[config.mk]
export PLATFORM = sky130hd
export DESIGN_NAME = space_separated_tokenizer_top
export DESIGN_NICKNAME = d
export VERILOG_FILES = /design/src/rtl/sst_pkg.sv /design/src/rtl/sst_scan.sv /design/src/rtl/space_separated_tokenizer_top.sv
export SDC_FILE = /design/constraint.sdc
export NUM_CORES = 1
export LEC_CHECK = 0
export BUFFER_PORTS_ARGS = -buffer_cell sky130_fd_sc_hd__buf_2
export CORE_ASPECT_RATIO = 1.5
export CORE_MARGIN = 2
export CORE_UTILIZATION = 55
export DETAILED_ROUTE_END_ITERATION = 12
export PLACE_DENSITY = 0.77
export SLEW_MARGIN = 20
export SYNTH_ARGS = -nofsm -noshare
export SYNTH_HDL_FRONTEND = slang
export SYNTH_SLANG_ARGS = --single-unit
[constraint.sdc]
create_clock -name clk_i -period 9.75 [get_ports clk_i]
set_clock_uncertainty 0.05 [all_clocks]
set_input_delay 1.95 -clock clk_i [delete_from_list [all_inputs] [get_ports clk_i]]
set_output_delay 1.95 -clock clk_i [all_outputs]
set_load 0.02 [all_outputs]
[src/rtl/sst_pkg.sv]
// Shared types and constants for the space separated tokenizer.
// Holds the token kind codes and the result transaction layout.
// No dependencies.
package sst_pkg;

  localparam int unsigned CHAR_W          = 8;
  localparam int unsigned IDENT_BYTES     = 8;
  localparam int unsigned IDENT_CNT_W     = 4;
  localparam int unsigned NUM_W           = 31;
  localparam int unsigned KIND_W          = 4;
  localparam int unsigned MAX_IDENT_CHARS = 8;

  typedef enum logic [KIND_W-1:0] {
    KIND_NUMBER    = 4'd0,
    KIND_IDENT     = 4'd1,
    KIND_ECHO      = 4'd2,
    KIND_PLUS      = 4'd3,
    KIND_EQUALS    = 4'd4,
    KIND_END_OK    = 4'd5,
    KIND_MIXED_ERR = 4'd6,
    KIND_UNK_ERR   = 4'd7,
    KIND_NO_TOKEN  = 4'd8,
    KIND_IDENT_LONG = 4'd9
  } kind_e;

  typedef struct packed {
    kind_e                            kind;
    logic [NUM_W-1:0]                 number_value;
    logic [IDENT_BYTES*CHAR_W-1:0]    ident_text;
    logic [IDENT_CNT_W-1:0]           ident_length;
  } sst_result_t;

endpackage

[src/rtl/sst_scan.sv]
// Byte scanner for the space separated tokenizer: scan mode, number
// accumulator, identifier buffer and token flag, updated once per byte.
// Depends on sst_pkg.
module sst_scan
  import sst_pkg::*;
#(
  parameter int unsigned MAX_IDENT_CHARS = sst_pkg::MAX_IDENT_CHARS
) (
  input  logic                clk_i,
  input  logic                rst_ni,
  input  logic                accept_i,
  input  logic [CHAR_W-1:0]   ch_i,
  output logic                res_valid_o,
  output sst_result_t         res_o
);

  localparam logic [1:0] MODE_START = 2'd0;
  localparam logic [1:0] MODE_NUM   = 2'd1;
  localparam logic [1:0] MODE_IDENT = 2'd2;
  localparam logic [1:0] MODE_SKIP  = 2'd3;

  localparam logic [CHAR_W-1:0] CharEnd     = 8'h00;
  localparam logic [CHAR_W-1:0] CharZero    = "0";
  localparam logic [CHAR_W-1:0] CharNine    = "9";
  localparam logic [CHAR_W-1:0] CharLowA    = "a";
  localparam logic [CHAR_W-1:0] CharLowZ    = "z";
  localparam logic [CHAR_W-1:0] CharUpA     = "A";
  localparam logic [CHAR_W-1:0] CharUpZ     = "Z";
  localparam logic [CHAR_W-1:0] CharUscore  = "_";
  localparam logic [CHAR_W-1:0] CharSpace   = " ";
  localparam logic [CHAR_W-1:0] CharNewline = 8'h0A;
  localparam logic [CHAR_W-1:0] CharPlus    = "+";
  localparam logic [CHAR_W-1:0] CharEquals  = "=";
  // "echo" with the first character in the lowest byte
  localparam logic [4*CHAR_W-1:0] EchoText  = "ohce";

  localparam int unsigned          ProdW   = NUM_W + 4;
  localparam logic [ProdW-1:0]     NumMax  = {4'd0, {NUM_W{1'b1}}};
  localparam logic [IDENT_CNT_W-1:0] MaxCnt  = IDENT_CNT_W'(MAX_IDENT_CHARS);
  localparam logic [IDENT_CNT_W-1:0] OvflCnt = IDENT_CNT_W'(MAX_IDENT_CHARS + 1);
  localparam logic [IDENT_CNT_W-1:0] EchoLen = IDENT_CNT_W'(4);

  logic [1:0]                          mode_q, mode_d;
  logic                                seen_q, seen_d;
  logic [IDENT_CNT_W-1:0]              cnt_q, cnt_d;
  logic [NUM_W-1:0]                    acc_q, acc_d;
  logic [IDENT_BYTES-1:0][CHAR_W-1:0]  buf_q, buf_d;

  logic             is_digit, is_letter, is_blank;
  logic [CHAR_W-1:0] ch_off;
  logic [ProdW-1:0] prod;
  logic [NUM_W-1:0] acc_next;
  logic             cnt_ovfl;
  sst_result_t      res;
  logic             res_valid;

  assign is_digit  = (ch_i >= CharZero) && (ch_i <= CharNine);
  assign is_letter = ((ch_i >= CharLowA) && (ch_i <= CharLowZ)) ||
                     ((ch_i >= CharUpA) && (ch_i <= CharUpZ)) || (ch_i == CharUscore);
  assign is_blank  = (ch_i == CharSpace) || (ch_i == CharNewline);
  assign ch_off    = ch_i - CharZero;

  // acc * 10 + digit as two shifts and two adds, then saturate
  assign prod     = {1'b0, acc_q, 3'b000} + {3'b000, acc_q, 1'b0} + ProdW'(ch_off[3:0]);
  assign acc_next = (prod > NumMax) ? NumMax[NUM_W-1:0] : prod[NUM_W-1:0];
  assign cnt_ovfl = (cnt_q > MaxCnt);

  always_comb begin
    mode_d    = mode_q;
    seen_d    = seen_q;
    cnt_d     = cnt_q;
    acc_d     = acc_q;
    buf_d     = buf_q;
    res_valid = 1'b0;
    res       = '0;
    case (mode_q)
      MODE_SKIP: begin
        if (ch_i == CharEnd) begin
          mode_d = MODE_START;
          seen_d = 1'b0;
          cnt_d  = '0;
        end
      end
      MODE_NUM: begin
        if (is_digit) begin
          acc_d = acc_next;
        end else if (is_blank) begin
          res_valid        = 1'b1;
          res.kind         = KIND_NUMBER;
          res.number_value = acc_q;
          mode_d           = MODE_START;
          seen_d           = 1'b1;
        end else begin
          res_valid = 1'b1;
          res.kind  = KIND_MIXED_ERR;
          if (ch_i == CharEnd) begin
            mode_d = MODE_START;
            seen_d = 1'b0;
          end else begin
            mode_d = MODE_SKIP;
          end
        end
      end
      MODE_IDENT: begin
        if (is_letter || is_digit) begin
          if (cnt_q < MaxCnt) begin
            buf_d[cnt_q[2:0]] = ch_i;
            cnt_d             = cnt_q + IDENT_CNT_W'(1);
          end else begin
            cnt_d = OvflCnt;
          end
        end else if (is_blank) begin
          res_valid = 1'b1;
          mode_d    = MODE_START;
          seen_d    = 1'b1;
          cnt_d     = '0;
          if (cnt_ovfl) begin
            res.kind         = KIND_IDENT_LONG;
            res.ident_text   = buf_q;
            res.ident_length = MaxCnt;
          end else if ((cnt_q == EchoLen) && (buf_q[3:0] == EchoText)) begin
            res.kind = KIND_ECHO;
          end else begin
            res.kind         = KIND_IDENT;
            res.ident_text   = buf_q;
            res.ident_length = cnt_q;
          end
        end else begin
          res_valid = 1'b1;
          res.kind  = KIND_MIXED_ERR;
          cnt_d     = '0;
          if (ch_i == CharEnd) begin
            mode_d = MODE_START;
            seen_d = 1'b0;
          end else begin
            mode_d = MODE_SKIP;
          end
        end
      end
      default: begin
        if (is_digit) begin
          acc_d  = NUM_W'(ch_off[3:0]);
          mode_d = MODE_NUM;
        end else if (is_letter) begin
          // start a fresh word: clear the buffer so unused bytes read zero
          buf_d    = '0;
          buf_d[0] = ch_i;
          cnt_d    = IDENT_CNT_W'(1);
          mode_d   = MODE_IDENT;
        end else if (is_blank) begin
          mode_d = MODE_START;
        end else if (ch_i == CharPlus) begin
          res_valid = 1'b1;
          res.kind  = KIND_PLUS;
          seen_d    = 1'b1;
        end else if (ch_i == CharEquals) begin
          res_valid = 1'b1;
          res.kind  = KIND_EQUALS;
          seen_d    = 1'b1;
        end else if (ch_i == CharEnd) begin
          res_valid = 1'b1;
          res.kind  = seen_q ? KIND_END_OK : KIND_NO_TOKEN;
          seen_d    = 1'b0;
        end else begin
          res_valid = 1'b1;
          res.kind  = KIND_UNK_ERR;
          mode_d    = MODE_SKIP;
        end
      end
    endcase
  end

  always_ff @(posedge clk_i or negedge rst_ni) begin
    if (!rst_ni) begin
      mode_q <= MODE_START;
      seen_q <= 1'b0;
      cnt_q  <= '0;
    end else if (accept_i) begin
      mode_q <= mode_d;
      seen_q <= seen_d;
      cnt_q  <= cnt_d;
    end
  end

  always_ff @(posedge clk_i) begin
    if (accept_i) begin
      acc_q <= acc_d;
      buf_q <= buf_d;
    end
  end

  assign res_valid_o = accept_i && res_valid;
  assign res_o       = res;

  a_cnt_bounded: assert property (@(posedge clk_i) disable iff (!rst_ni)
    cnt_q <= OvflCnt)
    else $error("identifier count past overflow mark");

  a_skip_silent: assert property (@(posedge clk_i) disable iff (!rst_ni)
    (mode_q == MODE_SKIP) |-> !res_valid)
    else $error("result produced while skipping");

  a_start_after_blank: assert property (@(posedge clk_i) disable iff (!rst_ni)
    (accept_i && is_blank && (mode_q != MODE_SKIP)) |=> (mode_q == MODE_START))
    else $error("blank did not return scanner to start mode");

endmodule

[src/rtl/space_separated_tokenizer_top.sv]
// A result is registered in the output stage before it leaves on out_*.
// Throughput: one byte per cycle unless stalled; the scanner updates its state
// in a single pass, and a two-entry output stage (result register plus skid
// register) asserts in_stall_o only when both entries hold untaken results.
// Reset: rst_ni (async, active low) puts the scanner in start mode with no
// token seen and empties the output stage.
module space_separated_tokenizer_top
  import sst_pkg::*;
#(
  parameter int unsigned MAX_IDENT_CHARS = sst_pkg::MAX_IDENT_CHARS
) (
  input  logic                          clk_i,
  input  logic                          rst_ni,
  input  logic                          in_valid_i,
  output logic                          in_stall_o,
  input  logic [CHAR_W-1:0]             ch_i,
  output logic                          out_valid_o,
  input  logic                          out_stall_i,
  output logic [KIND_W-1:0]             kind_o,
  output logic [NUM_W-1:0]              number_value_o,
  output logic [IDENT_BYTES*CHAR_W-1:0] ident_text_o,
  output logic [IDENT_CNT_W-1:0]        ident_length_o
);

  logic        accept;
  logic        res_valid;
  sst_result_t res;
  logic        out_valid_q, skid_valid_q;
  sst_result_t out_q, skid_q;
  logic        out_take;

  assign in_stall_o = skid_valid_q;
  assign accept     = in_valid_i && !skid_valid_q;
  assign out_take   = out_valid_q && !out_stall_i;

  sst_scan #(
    .MAX_IDENT_CHARS (MAX_IDENT_CHARS)
  ) u_scan (
    .clk_i       (clk_i),
    .rst_ni      (rst_ni),
    .accept_i    (accept),
    .ch_i        (ch_i),
    .res_valid_o (res_valid),
    .res_o       (res)
  );

  always_ff @(posedge clk_i or negedge rst_ni) begin
    if (!rst_ni) begin
      out_valid_q  <= 1'b0;
      skid_valid_q <= 1'b0;
    end else if (skid_valid_q) begin
      if (out_take) begin
        skid_valid_q <= 1'b0;
      end
    end else if (res_valid) begin
      if (out_valid_q && !out_take) begin
        skid_valid_q <= 1'b1;
      end else begin
        out_valid_q <= 1'b1;
      end
    end else if (out_take) begin
      out_valid_q <= 1'b0;
    end
  end

  always_ff @(posedge clk_i) begin
    if (skid_valid_q) begin
      if (out_take) begin
        out_q <= skid_q;
      end
    end else if (res_valid) begin
      if (out_valid_q && !out_take) begin
        skid_q <= res;
      end else begin
        out_q <= res;
      end
    end
  end

  assign out_valid_o    = out_valid_q;
  assign kind_o         = out_q.kind;
  assign number_value_o = out_q.number_value;
  assign ident_text_o   = out_q.ident_text;
  assign ident_length_o = out_q.ident_length;

  a_skid_needs_out: assert property (@(posedge clk_i) disable iff (!rst_ni)
    skid_valid_q |-> out_valid_q)
    else $error("skid entry held with empty output register");

  a_held_result_stays: assert property (@(posedge clk_i) disable iff (!rst_ni)
    (out_valid_q && out_stall_i) |=> out_valid_q)
    else $error("stalled result dropped");

  a_no_accept_when_full: assert property (@(posedge clk_i) disable iff (!rst_ni)
    (skid_valid_q && out_stall_i) |=> skid_valid_q)
    else $error("skid entry lost while output stalled");

endmodule

==> impl.org, run 1 <==
** CTS
- Number of levels the H-tree was split into :: 1
- TritonCTS created 29 clock buffers.
- Count of hold-fix buffers inserted at cts :: 0
- The later pin in the worst-skew pair is clocked with a latency of 0.56 ns.
- Worst-case clock buffer depth :: 3
- In this run, post-CTS repair resized a total of 0 instances.
- Post-CTS timing repair inserted 0 buffers for setup.
- CTS tree :: built
- In this run the clock root is driven by a clkbuf_16.
- CTS saw a little over 300 sinks.
- Clk slew on worst S/H paths :: 0.07 ns

** Run status
- Run status :: finished clean

** STA
- For the pin with the worst max-slew slack, the measured transition is 1.09 ns.
- In this run the tightest slew margin relative to its limit is 27.6%.
- After layout, the worst path uses 60.5% of the clock period.
- F_max :: around 170 MHz
- Number of pins exceeding their max-slew limit in the final report :: 0
- Setup violations remaining at the end of the flow were counted as 0.
- Setup TNS Final :: 0 ns
- The number of hold-slack violations in the final timing report came to 0.
- The worst path needs 5.90 ns of the cycle, external delays included.
- Setup repair after global routing left no endpoint under its margin.

** Synthesis
- Averaged over all synthesized cells, the footprint is 13.5 um^2.
- Ranked by instance count, the synthesized netlist is headed by 301 x edfxtp_1, 103 x mux2_2, 102 x and2_1.
- Count of different cell masters after synthesis :: 73
- After synthesis the cells add up to 15400 um^2.
- Fraction of post-synthesis cell area in the top cell type by area :: 58.6%
- The share of the Yosys chip area taken by registers is 60.1%.
- Cells after Synth :: 1138
- Top flip-flop cell by instance count after synthesis :: edfxtp_1
- For this run, the number of Yosys warnings is 0.
- Leading area contributor after synthesis :: edfxtp_1
- Yosys instantiated no cell more often than edfxtp_1.
- Ranked by total cell area, the synthesized netlist is headed by edfxtp_1 59%, mux2_2 7.5%, ha_1 5.4%.
- Yosys mapped a number of flops with a built-in enable equal to 301.
- Share of flip-flops with an asynchronous set or reset after synthesis :: a little under 3%
- In this run, synthesis produced a sequential element count of 310.
- Synthesized Nets :: ~1200

** Floorplan
- Total number of placement rows :: 75
- In this run the horizontal extent of the chip is 141 um.
- The die covers 29400 um^2.
- The core region is 27800 um^2.
- Die height :: approximately 210 um
- Top-level I/O count :: ~120
- The initial utilization of the core area, before any placement, comes to roughly 55%.

** Layout
- Antenna diode count :: 0
- Final net count :: 1320
- The filler cells instantiated in the layout total 2087.
- For this run, the number of standard cells in the final layout without fillers is 1607.
- Relative area change from synthesis to final layout :: 12.1%
- In the final layout, the share of cells above drive strength 1 is 23.8%.
- Multi-input logic area :: 5840 um^2
- In the final layout, flip-flops and latches occupy 9270 um^2.

** Worst setup path
- Setup slack on the worst reg-to-reg path comes out at roughly 5.2 ns.
- Biggest cell delay along the critical path :: around 0.95 ns
- Arrival time of the worst setup path :: roughly 6.1 ns
- Required time at the endpoint of the critical path :: 9.96 ns
- Kind of cell adding the most delay to the critical path :: compound AO/OA/AOI/OAI gates
- Number of cell instances on the worst register-to-register path :: 10
- The critical path is of the input port to flop type.
- The worst register-to-register path begins at u_scan.acc_q[19]$_SDFFCE_PN0P_.
- Setup crit end kind :: flop
- Startpoint Class :: input port
- Buf+Inv Stages, Crit Path :: 4
- The cell that appears most often on the critical path is inv_1.
- Critical path peak fanout :: 16
- Reg-to-Reg End :: u_scan.acc_q[25]$_SDFFCE_PN0P_
- CP cell instances :: buf_2 -> inv_1 -> fa_1 -> inv_1 -> ha_1 -> a21oi_1 -> nand4b_1 -> a21o_1 -> o211ai_2 -> nor4b_4 -> or3_2 -> a2111oi_4 -> buf_4 -> a31oi_1
- Among all stages on the critical path, the largest delay is contributed by a2111oi_4.

** Global route
- Summed over all layers, the global routing overflow is 0.
- Initial antenna violation count :: 0
- The first global-routing pass estimated between 50 and 60 mm of wire.
- Global routing used 22.6% of the available tracks.
- The via count of the first global-routing pass was between 9000 and 10000.
- Entering global routing, the biggest net connects 73 pins.

** Min path
- Origin of the worst min-delay path :: skid_q[41]$_DFFE_PP_
- Hold Path Stages :: 1
- Worst-case hold path end point :: ident_text_o[37]$_DFFE_PP_
- Min-Delay Path Class :: flop to flop

** Placed design
- HPWL after detailed placement :: between 20 and 25 mm
- Placed insts :: approximately 1600
- At the end of routability-driven placement, the weighted congestion stood at 0.934.
- IO Port Bufs :: 116

** Route
- Via density per instance :: roughly 5.8
- Vias post-DR :: between 9000 and 10000
- In the routed design, unresolved DRC markers number 0.
- Dividing the detail-routed wire length by the instance count gives 20.8 um.
- Count of antenna-violating nets left after detailed routing :: 0
- DRC violation total after the first TritonRoute iteration :: 603
- Final routed wirelength across all metal layers :: 33.4 mm
- Detailed-router iteration count before antenna repair :: 5

** Power and ir drop
- In this run the static leakage power is ~6.7 nW.
- Peak supply drop :: 0.000148 V
- PD cells :: 247 nW/um^2

** Flow run
- Maximum Capacitance Violations :: 0
==> layout by cell type (no fill, tap or decap), drive strengths merged, types with 3 or more instances in the layout <==
cell / netlist / final
edfxtp: 301 / 301
buf: 8 / 128
mux2: 103 / 103
and2: 102 / 102
ha: 67 / 67
nand2: 62 / 62
nor2b: 52 / 52
mux2i: 47 / 47
a21oi: 45 / 45
clkbuf: 50 / 37
nor2: 35 / 35
a31oi: 32 / 32
o21ai: 27 / 27
inv: 18 / 19
xnor2: 16 / 16
nand3: 13 / 13
xor2: 12 / 12
nor3: 11 / 11
clkinv: 3 / 11
a21o: 10 / 10
a21boi: 10 / 10
dfrtp: 9 / 9
nor4: 8 / 8
nand4b: 7 / 7
nand4: 7 / 7
nand2b: 6 / 6
and3: 6 / 6
a32o: 5 / 5
o21a: 5 / 5
or3: 5 / 5
o211ai: 5 / 5
o21bai: 4 / 4
bufinv: 0 / 4
nor4b: 4 / 4
a41oi: 4 / 4
nor3b: 3 / 3
a211o: 3 / 3
o31ai: 3 / 3
clkinvlp: 0 / 3
==> routing by layer <==
metal / vias up / GRT usage (%) / part of all wire, %
li1: 4485 / - / -
met1: 4578 / 25.9 / 38
met2: 252 / 42.4 / 55
met3: 84 / 2.54 / 3.5
met4: 0 / 9.59 / 4.1
met5: - / 0 / 0
==> how the worst max path moves through the flow <==
stage	cells past startpoint	slack, ns	from	to
floorplan	7	1.0	ch_i[0]	ident_length_o[0]$_DFFE_PP_
finish	14	3.85	ch_i[3]	u_scan.acc_q[25]$_SDFFCE_PN0P_
global placement	14	3.47	ch_i[3]	u_scan.acc_q[25]$_SDFFCE_PN0P_
global route	14	3.66	ch_i[3]	u_scan.acc_q[15]$_SDFFCE_PN0P_
detailed placement	14	3.33	ch_i[3]	u_scan.acc_q[12]$_SDFFCE_PN0P_
CTS	14	3.89	ch_i[3]	u_scan.acc_q[12]$_SDFFCE_PN0P_
==> through the flow <==
| step | utilization (%) | hold WS [ns] | setup WS (ns) | area [um^2] | power (mW) |
|---|---|---|---|---|---|
| after floorplan | - | 0.443 | 0.999 | 15400 | 2.81 |
| after global placement | 58.6 | 0.460 | 3.47 | 16300 | 3.10 |
| after detailed placement | 58.6 | 0.482 | 3.33 | 16300 | 3.13 |
| after CTS | 62.2 | 0.499 | 3.89 | 17300 | 4.30 |
| after global routing | 62.2 | 0.510 | 3.66 | 17300 | 4.44 |
| final | 62.2 | 0.497 | 3.85 | 17300 | 4.26 |
==> state kept, by name, summed over array words and instances, names as in the netlist <==
name            flops
u_scan.seen_q       1
ident_length_o      4
ident_text_o       64
u_scan.acc_q       31
skid_q            103
in_stall_o          1
u_scan.mode_q       2
number_value_o     31
out_valid_o         1
kind_o              4
u_scan.buf_q       64
u_scan.cnt_q        4
==> cell type report <==
class                           instances  area share (%)
Timing Repair Buffer                  128            3.88
Clock buffer                           37            4.55
Tap cell                              346            2.51
Multi-Input combinational cell        749            33.8
Sequential cell                       310            53.6
Inverter                               21           0.456
Clock inverter                         16            1.17
==> kinds of logic (layout without fill, tap and decap cells) <==
group / Yosys count / in the layout / share of synthesized area (%)
adder cells (fa/ha/maj): 69 / 69 / 5.70
AND/OR/NAND/NOR: 333 / 333 / 12.4
AO/OA/AOI/OAI: 169 / 169 / 7.39
buffers and inverters: 79 / 202 / 2.27
flip-flops: 310 / 310 / 60.1
multiplexers: 150 / 150 / 10.6
XOR/XNOR: 28 / 28 / 1.59
==> worst reg2reg max path: cells and delay by family (launching register included) <==
kind | cells | cell delay (ns)
compound gates | 4 | 1.51
fa+ha+maj | 2 | 0.79
buf+inv | 1 | 0.38
flops | 1 | 0.51
simple gates | 3 | 0.98
==> report_power, final <==
group | leakage (nW) | total (mW) | internal [mW] | switching [mW]
Combinational | 3.23 | 1.16 | 0.422 | 0.742
Clock | 0.480 | 1.17 | 0.679 | 0.490
Sequential | 2.98 | 1.93 | 1.82 | 0.110
Power figures use the tool's default switching activity.
==> run 2: changes to the inputs <==
Settings changed: ABC_AREA set to 1.
Clock period 9.75 ns to 5.2 ns, I/O delays scaled along.
==> impl.org, run 2 <==
** Route
- Wires add up to 36.4 mm.
- Met3 Wirelength :: approximately 1.5 mm
- Wl on met1 :: 13.3 mm
- Via density per instance :: 5.44
- For this run, design rule violations remaining after detail routing come to 0.
- Count of antenna-violating nets left after detailed routing :: 0
- DRC violation total after the first TritonRoute iteration :: 874
- The highest layer touched by signal routing is met4.
- Per-cell routed wire length :: 17.1 um
- For this block, the via count after detailed routing is 11583.
- Detailed-router iteration count before antenna repair :: 5
- Detailed route wirelength on metal2 :: 19.7 mm

** Synthesis
- Number of flops mapped to enable cells by yosys :: 301
- Counting flops and latches in the post-synthesis netlist gives 310.
- For this run, the register share of the synthesized area comes to 59.1%.
- Cells after Synth :: 1663
- Counting flops with an async set or reset pin after synthesis yields a share of 2.90%.
- Synth top cells by count :: 507 x nand2_1, 301 x edfxtp_1, 199 x inv_1
- Count of different cell masters after synthesis :: 39
- Multiplexer cells account for 0% of the synthesized area.
- The Yosys step of the flow raised 0 warnings.
- Post-synthesis simple-gate area fraction :: 19.5%
- Cell with the most instances after synthesis :: nand2_1
- Main combinational cell family by area after synthesis :: simple AND/OR/NAND/NOR gates
- The synthesized netlist devotes 7.98% of its cell area to compound gates.
- Xor/xnor share of the synthesized area :: 0.893%
- In the post-synthesis netlist, the biggest area contributors are edfxtp_1 58%, nand2_1 12%, ha_1 5.3%.
- The top cell type by area accounts for 57.6% of the synthesized area.
- In this run the cell area of the synthesized design comes to about 16000 um^2.
- Avg Inst Size Synth :: 9.43 um^2
- Synth Area in Adders :: 5.60%
- The most used flip-flop cell after synthesis is edfxtp_1.
- Leading area contributor after synthesis :: edfxtp_1
- The number of nets handed over by synthesis was 1744.

** Flow run
- Maximum Capacitance Violations :: 0

** CTS
- Root cell of the clock tree :: clkbuf_16
- CTS-repair resized insts :: 0
- Clk slew on worst S/H paths :: approximately 0.070 ns
- Number of levels the H-tree was split into :: 1
- Counting the buffers created by CTS gives 29.
- Worst-case clock buffer depth :: 3
- CTS Sinks :: 310
- Hold repair after CTS inserted 0 buffers.
- In this run the post-CTS setup repair buffer count came out at 0.
- Insertion delay of the later-clocked pin in the worst-skew pair :: 0.56 ns
- TritonCTS built the clock tree.

** Placed design
- Routability-driven placement finished with a final weighted congestion of 0.897.
- HPWL after detailed placement :: 25.7 mm
- In this run the tool buffered the top-level ports with around 120 buffer cells.

** STA
- Shortest period the worst path allows :: 3.52 ns
- For this run, the top clock speed supported by timing is 284 MHz.
- Setup TNS Final :: 0 ns
- Worst slew margin :: 35.3%
- Unrepaired setup endpoints after global routing :: false
- In the finished design, the share of the clock period the worst path needs comes to 67.6%.
- The number of hold-slack violations in the final timing report was 0.
- At the pin with the least slew margin, the transition time is 0.967 ns.
- Number of pins exceeding their max-slew limit in the final report :: 0
- Setup violations remaining at the end of the flow were counted as 0.

** Layout
- Measured on the finished design, the core utilization comes to 62.4%.
- The library cells used most frequently in the layout, excluding fill and tap cells, are 507 x nand2_1, 301 x edfxtp_1, 199 x inv_1.
- Relative to the synthesized area, the layout overhead comes to 11.7%.
- Final net count :: 1845
- Max FFs per register :: between 100 and 150
- Layout filler cell count :: ~2300
- Of the cells placed in the final design, the portion with a size suffix greater than 1 is 11.6%.
- The number of antenna diodes in the final layout is 0.
- Most common library cell in the layout ignoring fill and taps :: nand2_1
- Largest register by flop count :: skid_q

** Global route
- The via count of the first global-routing pass is 11348.
- Total track usage :: 24.5%
- Entering global routing, the biggest net connects 98 pins.
- Congestion Overflow GR :: 0
- The first global-routing pass estimated 57.1 mm of wire.
- Initial antenna violation count :: 0

** Floorplan
- Core area :: 28100 um^2
- Initial Utilization :: 55.9%
- The initialized floorplan defines 75 standard-cell rows.
- In this run the vertical extent of the chip is 211 um.
- Top-level I/O count :: ~120
- The die covers 29900 um^2.
- Die Width :: 142 um

** Min path
- Min-Delay Path Class :: input port to async pin

** Worst setup path
- For flop-to-flop paths, the worst setup slack is around 2 ns.
- Arrival time of the worst setup path :: 3.75 ns
- Required time at the endpoint of the critical path :: approximately 5.4 ns
- The setup path with the least slack is of type input port to flop.
- Setup crit end kind :: flop
- Startpoint Class :: input port
- Critical path peak fanout :: 16

** Power and ir drop
- Peak supply drop :: about 0.00034 V
- Power spread over the standard cell area amounts to 463 nW/um^2.
- For this design the static power due to leakage is just under 8 nW.

** Run status
- Run status :: finished clean
run 2: per-stage QoR:
step | hold WS [ns] | cell area, um^2 | setup slack, ns | power, mW | std cells
after floorplan | 0.424 | 15700 | 0.695 | 5.30 | 1663
after global placement | 0.446 | 16600 | 1.23 | 5.99 | 2079
after detailed placement | 0.450 | 16600 | 1.13 | 6.05 | 2079
after global routing | 0.302 | 17500 | 1.45 | 8.53 | 2130
final | 0.293 | 17500 | 1.68 | 8.12 | 2130
after CTS | 0.288 | 17500 | 1.70 | 8.17 | 2130
run 2: cell type report:
class	count	area [um^2]	area share, %
clock buffer	36	752	4.29
clock inverter	15	185	1.06
inverter	210	788	4.50
multi-input combinational	1081	5370	30.6
sequential	310	9270	52.9
tap	346	433	2.47
timing repair buffer	132	726	4.14
run 2: cell families after synthesis:
group / count (synthesis)
adders and majority gates: 69
buffers and inverters: 272
xor gates and xnor gates: 16
DFF: 310
and+or+nand+nor: 754
AOI/OAI and AO/OA: 242
run 2: layer usage:
metal  track usage (%)  up-vias
met5                 0        -
met4              12.9        0
met3              2.45      113
met2              46.3      354
met1              26.7     5422
li1                  -     5694
run 2: path summary, 6_finish.rpt:
path                                      startpoint                              to  cells after the start
min in group clk_i             skid_q[100]$_DFFE_PP_             kind_o[1]$_DFFE_PP_                      2
max                                          ch_i[3]  u_scan.acc_q[19]$_SDFFCE_PN0P_                     17
max in group asynchronous                     rst_ni            in_stall_o$_DFF_PN0_                      1
min                                           rst_ni    u_scan.mode_q[0]$_DFFE_PN0P_                      1
max reg2reg                u_scan.acc_q[0]$_DFFE_PP_  u_scan.acc_q[19]$_SDFFCE_PN0P_                     16
min reg2reg                    skid_q[100]$_DFFE_PP_             kind_o[1]$_DFFE_PP_                      2
run 2: power breakdown:
group          internal, mW  total [mW]  switching (mW)
combinational         0.636        2.41            1.77
sequential             3.41        3.59           0.179
clock                  1.22        2.12           0.896
total                  5.27        8.12            2.85
run 2: worst max-delay path, cell delays in order:
cell and delay, ns:
buf_2 0.25, inv_2 0.14, fa_1 0.54, fa_1 0.43, inv_1 0.11, nand2_1 0.07, nand3_1 0.13, nand2_1 0.07
nand2_1 0.18, nand2_1 0.10, nand3_1 0.09, nand2_1 0.05, nor2_1 0.08, nand2_1 0.05, nand2_1 0.07, buf_4 0.25
nand2_1 0.08
